--- src/design/bipolar_zero_substitution_encoder_core_assert.svh ---
// Assertion macros shared by the encoder RTL.
`ifndef BIPOLAR_ZERO_SUBSTITUTION_ENCODER_CORE_ASSERT_SVH
`define BIPOLAR_ZERO_SUBSTITUTION_ENCODER_CORE_ASSERT_SVH

// Same-cycle implication, disabled while reset is low.
`define BZS_ASSERT_NOW(label, clk, rst_n, ante, cons) \
    label: assert property (@(posedge clk) disable iff (!(rst_n)) (ante) |-> (cons)) \
        else $error("bzs: same-cycle check failed");

// Next-cycle implication, disabled while reset is low.
`define BZS_ASSERT_NEXT(label, clk, rst_n, ante, cons) \
    label: assert property (@(posedge clk) disable iff (!(rst_n)) (ante) |=> (cons)) \
        else $error("bzs: next-cycle check failed");

`endif

--- src/design/bzs_pkg.sv ---
package bzs_pkg;

    typedef logic signed [1:0] t_sym;
    typedef logic [1:0]        t_mode;

    localparam t_sym SYM_ZERO = 2'sb00;
    localparam t_sym SYM_POS  = 2'sb01;
    localparam t_sym SYM_NEG  = 2'sb11;

    localparam t_mode MODE_AMI  = 2'd0;
    localparam t_mode MODE_B8ZS = 2'd1;
    localparam t_mode MODE_HDB3 = 2'd2;

    localparam int DELAY_DEPTH = 8;
    localparam logic [2:0] RUN_MAX  = 3'd7;   // B8ZS fires on the eighth zero
    localparam logic [2:0] HDB3_RUN = 3'd3;   // HDB3 fires on the fourth zero
    localparam logic [2:0] FILL_MAX = 3'd7;

    function automatic t_sym level(input logic pos);
        return pos ? SYM_POS : SYM_NEG;
    endfunction

endpackage

--- src/design/bipolar_zero_substitution_encoder_core.sv ---
// Each accepted data word has its result word in the output register in the following cycle.
// Line delay: each symbol belongs to the data bit given seven words earlier.
// Throughput: one word per cycle while i_stall is low; the single-pass encode logic and output register set this.
// Reset: synchronous, active low; delay line cleared, first mark positive, mode AMI.
// symbol_valid stays low for the first seven words while the delay line fills.
`include "bipolar_zero_substitution_encoder_core_assert.svh"

module bipolar_zero_substitution_encoder_core
    import bzs_pkg::*;
(
    input  logic        i_clk,
    input  logic        i_rst_n,
    // data in
    input  logic        i_valid,
    output logic        o_stall,
    input  logic        i_data_bit,
    // symbols out
    output logic        o_valid,
    input  logic        i_stall,
    output logic signed [1:0] o_line_symbol,
    output logic        o_symbol_valid,
    // mode register write
    input  logic        i_cfg_valid,
    output logic        o_cfg_ready,
    input  logic [1:0]  i_code_mode
);

    // coder state
    t_sym       r_pend [DELAY_DEPTH];
    t_sym       n_pend [DELAY_DEPTH];
    logic       r_last_pos,  n_last_pos;
    logic [2:0] r_zero_run,  n_zero_run;
    logic       r_parity,    n_parity;
    logic [2:0] r_fill;
    t_mode      r_code_mode;

    // output register
    logic       r_out_valid;
    t_sym       r_out_sym;
    logic       r_out_sym_valid;

    logic       in_acc;
    logic       fill_done;
    t_sym       mark_sym;
    t_sym       hdb3_b;

    // Output register frees itself when its word is taken, so a new word
    // can enter on the same edge: full rate with the sink ready.
    assign o_stall     = r_out_valid && i_stall;
    assign in_acc      = i_valid && !o_stall;
    assign o_cfg_ready = 1'b1;   // the user must write the mode only while idle; the block itself does not enforce this

    assign fill_done = (r_fill == FILL_MAX);
    assign mark_sym  = level(!r_last_pos);
    assign hdb3_b    = level(!r_last_pos);

    // Single pass: shift the line, enter the new symbol, then rewrite the
    // zero run in place when a substitution fires.
    always_comb begin
        for (int k = DELAY_DEPTH - 1; k > 0; k--) begin
            n_pend[k] = r_pend[k-1];
        end
        n_pend[0]  = SYM_ZERO;
        n_last_pos = r_last_pos;
        n_zero_run = r_zero_run;
        n_parity   = r_parity;

        if (i_data_bit) begin
            // mark: alternate polarity
            n_last_pos = !r_last_pos;
            n_pend[0]  = mark_sym;
            n_parity   = !r_parity;
            n_zero_run = '0;
        end else begin
            case (r_code_mode)
                MODE_B8ZS: begin
                    if (r_zero_run == RUN_MAX) begin
                        // 000VB0VB, polarity unchanged afterwards
                        n_pend[7] = SYM_ZERO;
                        n_pend[6] = SYM_ZERO;
                        n_pend[5] = SYM_ZERO;
                        n_pend[4] = level(r_last_pos);
                        n_pend[3] = level(!r_last_pos);
                        n_pend[2] = SYM_ZERO;
                        n_pend[1] = level(!r_last_pos);
                        n_pend[0] = level(r_last_pos);
                        n_zero_run = '0;
                    end else begin
                        n_zero_run = r_zero_run + 3'd1;
                    end
                end
                MODE_HDB3: begin
                    if (r_zero_run >= HDB3_RUN) begin
                        if (r_parity) begin
                            // 000V, V follows the last pulse
                            n_pend[3] = SYM_ZERO;
                            n_pend[0] = level(r_last_pos);
                        end else begin
                            // B00V, B opposite the last pulse, V equals B
                            n_last_pos = !r_last_pos;
                            n_pend[3]  = hdb3_b;
                            n_pend[0]  = hdb3_b;
                        end
                        n_pend[2]  = SYM_ZERO;
                        n_pend[1]  = SYM_ZERO;
                        n_parity   = 1'b0;
                        n_zero_run = '0;
                    end else begin
                        n_zero_run = r_zero_run + 3'd1;
                    end
                end
                default: begin
                    // AMI and the unused code: count only, saturating
                    if (r_zero_run != RUN_MAX) begin
                        n_zero_run = r_zero_run + 3'd1;
                    end
                end
            endcase
        end
    end

    always_ff @(posedge i_clk) begin
        if (!i_rst_n) begin
            for (int k = 0; k < DELAY_DEPTH; k++) begin
                r_pend[k] <= SYM_ZERO;
            end
            r_last_pos  <= 1'b0;
            r_zero_run  <= '0;
            r_parity    <= 1'b0;
            r_fill      <= '0;
            r_code_mode <= MODE_AMI;
            r_out_valid <= 1'b0;
        end else begin
            if (i_cfg_valid && o_cfg_ready) begin
                r_code_mode <= i_code_mode;
            end
            if (in_acc) begin
                for (int k = 0; k < DELAY_DEPTH; k++) begin
                    r_pend[k] <= n_pend[k];
                end
                r_last_pos <= n_last_pos;
                r_zero_run <= n_zero_run;
                r_parity   <= n_parity;
                if (!fill_done) begin
                    r_fill <= r_fill + 3'd1;
                end
                r_out_valid <= 1'b1;
            end else if (!i_stall) begin
                r_out_valid <= 1'b0;
            end
        end
    end

    // payload of the output register, no reset needed
    always_ff @(posedge i_clk) begin
        if (in_acc) begin
            r_out_sym       <= fill_done ? n_pend[DELAY_DEPTH-1] : SYM_ZERO;
            r_out_sym_valid <= fill_done;
        end
    end

    assign o_valid        = r_out_valid;
    assign o_line_symbol  = r_out_sym;
    assign o_symbol_valid = r_out_sym_valid;

    `BZS_ASSERT_NOW(a_fill_zero, i_clk, i_rst_n, o_valid && !o_symbol_valid, o_line_symbol == SYM_ZERO)
    `BZS_ASSERT_NOW(a_sym_legal, i_clk, i_rst_n, o_valid, o_line_symbol != 2'sb10)
    `BZS_ASSERT_NEXT(a_mark_clears_run, i_clk, i_rst_n, in_acc && i_data_bit, r_zero_run == 3'd0)
    `BZS_ASSERT_NEXT(a_fill_steps, i_clk, i_rst_n, in_acc && !fill_done, r_fill == $past(r_fill) + 3'd1)
    `BZS_ASSERT_NEXT(a_accept_loads, i_clk, i_rst_n, in_acc, o_valid)

endmodule
--- config.mk ---
export PLATFORM = sky130hd
export DESIGN_NAME = bipolar_zero_substitution_encoder_core
export DESIGN_NICKNAME = d
export VERILOG_FILES = /design/src/design/bzs_pkg.sv /design/src/design/bipolar_zero_substitution_encoder_core.sv
export VERILOG_INCLUDE_DIRS = /design/src /design/src/design
export SDC_FILE = /design/constraint.sdc
export NUM_CORES = 1
export LEC_CHECK = 0
export BUFFER_PORTS_ARGS = -buffer_cell sky130_fd_sc_hd__buf_4
export CORE_ASPECT_RATIO = 1.25
export CORE_UTILIZATION = 50
export DETAILED_ROUTE_END_ITERATION = 8
export PLACE_DENSITY = 0.74
export SETUP_SLACK_MARGIN = 0.05
export SLEW_MARGIN = 15
export SYNTH_ARGS = -nofsm -noshare
export SYNTH_HDL_FRONTEND = slang
export SYNTH_SLANG_ARGS = --single-unit
--- constraint.sdc ---
create_clock -name i_clk -period 2.12 [get_ports i_clk]
set_input_delay 0.424 -clock i_clk [delete_from_list [all_inputs] [get_ports i_clk]]
set_output_delay 0.424 -clock i_clk [all_outputs]
set_load 0.005 [all_outputs]
==> out/metrics.csv <==
stage,metric,value,unit
sta,hold_viol,0,
synth,async_flop_share,0,
synth,synth_area_leaders,"edfxtp_1 33%, dfxtp_1 14%, ha_1 6.4%, clkbuf_8 3.5%, and3_1 2.8%",
hold_path,holdPathStages,2,
synth,yosysSeqAreaShare,0.4698,
clocking,cts_max_level,1,
finish,layoutNonFillerInstCount,188,
status,outcome,completed,
sta,period_share,0.9460,
clocking,cts_buffer_depth,2,
hold_path,hold_class,in -> reg,
setup_path,r2r-start,r_zero_run[0],
power,p_leak,0.6870,nW
hold_path,hold_end,o_valid,
global_route,grt_max_degree,17,
clocking,cts_tree,yes,
sta,final-setup-viol-count,0,
synth,synth_area,1555,sq um
setup_path,max_stage_delay,0.40,ns
sta,finalCriticalPeriod,2.005,ns
route,postRouteWirelength,2.864,mm
setup_path,arrival,2.25,ns
synth,synthCells,142,
finish,mostFrequentLayoutCells,"17 x edfxtp_1, 16 x buf_4, 11 x dfxtp_1",
die,die_x,51.89,um
die,dieArea,3339,sq um
synth,syn_area_per_cell,10.95,sq um
setup_path,path_common_cell,ha_1,
sta,clock_skew,0.001711,ns
finish,syn_to_final_growth,7.643,%
route,wl_per_cell,15.23,um
hold_path,min_from,i_valid,
setup_path,critPathTopFamily,compound AO/OA/AOI/OAI gates,
clocking,clock_latency,0.34,ns
clocking,clk_pin_slew,0.15,ns
power,power.density,671.9,nW/um^2
global_route,grt_pass1_wl,4.864,mm
route,via_count,1139,
setup_path,critical_path_class,reg -> reg,
clocking,cts_buffers,3,
global_route,antenna_found_initial,0,
route,drc_errors,0,
sta,drv_slew,0,
setup_path,crit_buf_inv,0,
place,gp_congestion,0.8384,
global_route,grt_overflow,0,
route,drtIter0Drc,77,
place,numPortBuffers,12,
route,firstDrtPassIters,4,
setup_path,r2r_slack,0.11,ns
setup_path,ff2ff_path_depth,5,
global_route,grt_pass1_vias,1108,
place,dp_hpwl,2.068,mm
route,vias_per_cell,6.059,
setup_path,crit_chain,ha_1 -> ha_1 -> a211o_1 -> o32a_4 -> o41ai_2,
route,ant_nets,0,
sta,rsz0062_at_grt,false,
setup_path,critPathMaxFanout,9,
setup_path,cp-start-kind,register,
synth,synth_top_area_frac,0.3282,
finish,final_layout_size_suffix_gt1_frac,0.1842,
synth,synth_edf_count,17,
die,core_area,2945,sq um
synth,synth_fp_nets,158,
die,start_util,0.5280,
synth,ys_ff_latch,28,
die,core.rowCount,22,
synth,synthFlopType,edfxtp_1,
clocking,root_buffer,clkbuf_4,
power,irDropWorstVdd,544.9,uV
clocking,hold_buffers,0,
setup_path,cp-end-kind,register,
finish,n_antenna_cell,0,
die,die_y,64.36,um
setup_path,worst_ep_required_time,2.37,ns
global_route,grt_usage,0.1973,
synth,yosysTopAreaCell,edfxtp_1,
run,maxCapViolations,0,
clocking,cts.sinks,28,
sta,max_freq,498.6,MHz
die,num_io_pins,14,
finish,final_common_cell,edfxtp_1,
sta,finalSetupTns,0,ns
synth,yosysUniqueCellTypes,47,
setup_path,r2r_end,r_zero_run[0],
setup_path,slowest_stage,a211o_1,
finish,layout.nets,169,
place,dp.cells,184,
synth,ys_warn_count,0,
-- stage by stage --
| step | utilization | hold WS (ns) | instance area, sq um | worst slack, ns | power (W) |
|---|---|---|---|---|---|
| final | 0.5684 | 0.2859 | 1674 | 0.1146 | 0.001125 |
| after global placement | 0.5489 | 0.4655 | 1617 | 0.2905 | 0.0007750 |
| after floorplan | - | 0.4576 | 1555 | 0.3394 | 0.0007437 |
| after CTS | 0.5667 | 0.2750 | 1669 | 0.1204 | 0.001135 |
| after global routing | 0.5684 | 0.2887 | 1674 | 0.06422 | 0.001170 |
| after detailed placement | 0.5489 | 0.4852 | 1617 | 0.1540 | 0.0007810 |
-- layer usage --
metal | routed length (um) | vias to the layer above | GRT usage
met5 | 0 | - | 0
met4 | 78 | 0 | 0.1047
met3 | 94 | 9 | 0.02143
met2 | 1470 | 33 | 0.3510
met1 | 1221 | 548 | 0.2214
li1 | - | 549 | -
-- kinds of logic after synthesis --
family                     Yosys count  share of synthesized area
AOI/OAI and AO/OA                   36                     0.1867
adders and majority gates            8                    0.06436
buffers and inverters               21                    0.09332
DFF                                 28                     0.4698
muxes                                3                    0.01931
other                                1                   0.002411
and+or+nand+nor                     45                     0.1641
-- sequential cells by signal, indices dropped and copies added (netlist names) --
signal          cells
r_zero_run          3
r_last_pos          1
o_symbol_valid      1
r_parity            1
o_line_symbol       2
o_valid             1
r_fill              3
r_code_mode         2
r_pend             14
-- layout make-up --
class | instances | area, sq um
clock buffer | 3 | 22.52
fill | 251 | 1271
inverter | 11 | 41.29
timing repair buffer | 16 | 120.1
multi-input combinational | 93 | 684.4
tap | 36 | 45.04
clock inverter | 1 | 30.03
sequential | 28 | 730.7
-- power by group --
part	total (W)	leakage, nW	internal [W]	switching, W
clock	0.000357	0.0279	0.000192	0.000165
sequential	0.000630	0.274	0.000611	0.0000189
combinational	0.000138	0.385	0.0000606	0.0000777
total	0.00112	0.687	0.000863	0.000262
-- cells in the mapped netlist, types with 2 or more instances --
cell type   n
a211oi_1    2
a21oi_1     6
a221oi_1    3
a31oi_1     3
and3_1      7
buf_4       3
buf_6       2
clkbuf_8    4
dfxtp_1    11
edfxtp_1   17
ha_1        8
inv_1      10
mux2i_1     3
nand2_1     4
nand3_1     4
nand3b_1    3
nand4_1     3
nor2_1      9
nor2b_1     3
nor3_1      2
nor3b_1     3
o211ai_1    3
o21ai_0     4
o41ai_2     2
-- worst max-delay path by stage --
stage             startpoint             to  slack (ns)  depth (start not counted)
2_1_floorplan  r_zero_run[0]  r_zero_run[0]        0.34                          6
3_3_place_gp   r_zero_run[0]  r_zero_run[1]        0.29                          5
3_5_place_dp   r_zero_run[0]  r_zero_run[0]        0.15                          5
4_1_cts        r_zero_run[0]  r_zero_run[0]        0.12                          5
5_1_grt        r_zero_run[0]   r_pend[0][1]        0.06                          5
6_report       r_zero_run[0]  r_zero_run[0]        0.11                          5
-- what timing repair did --
item	CTS	global route
setup buffers	0	0
setup endpoints to repair	0	2
gates resized for setup	0	1
No activity file was read; power rests on OpenSTA's default activity.
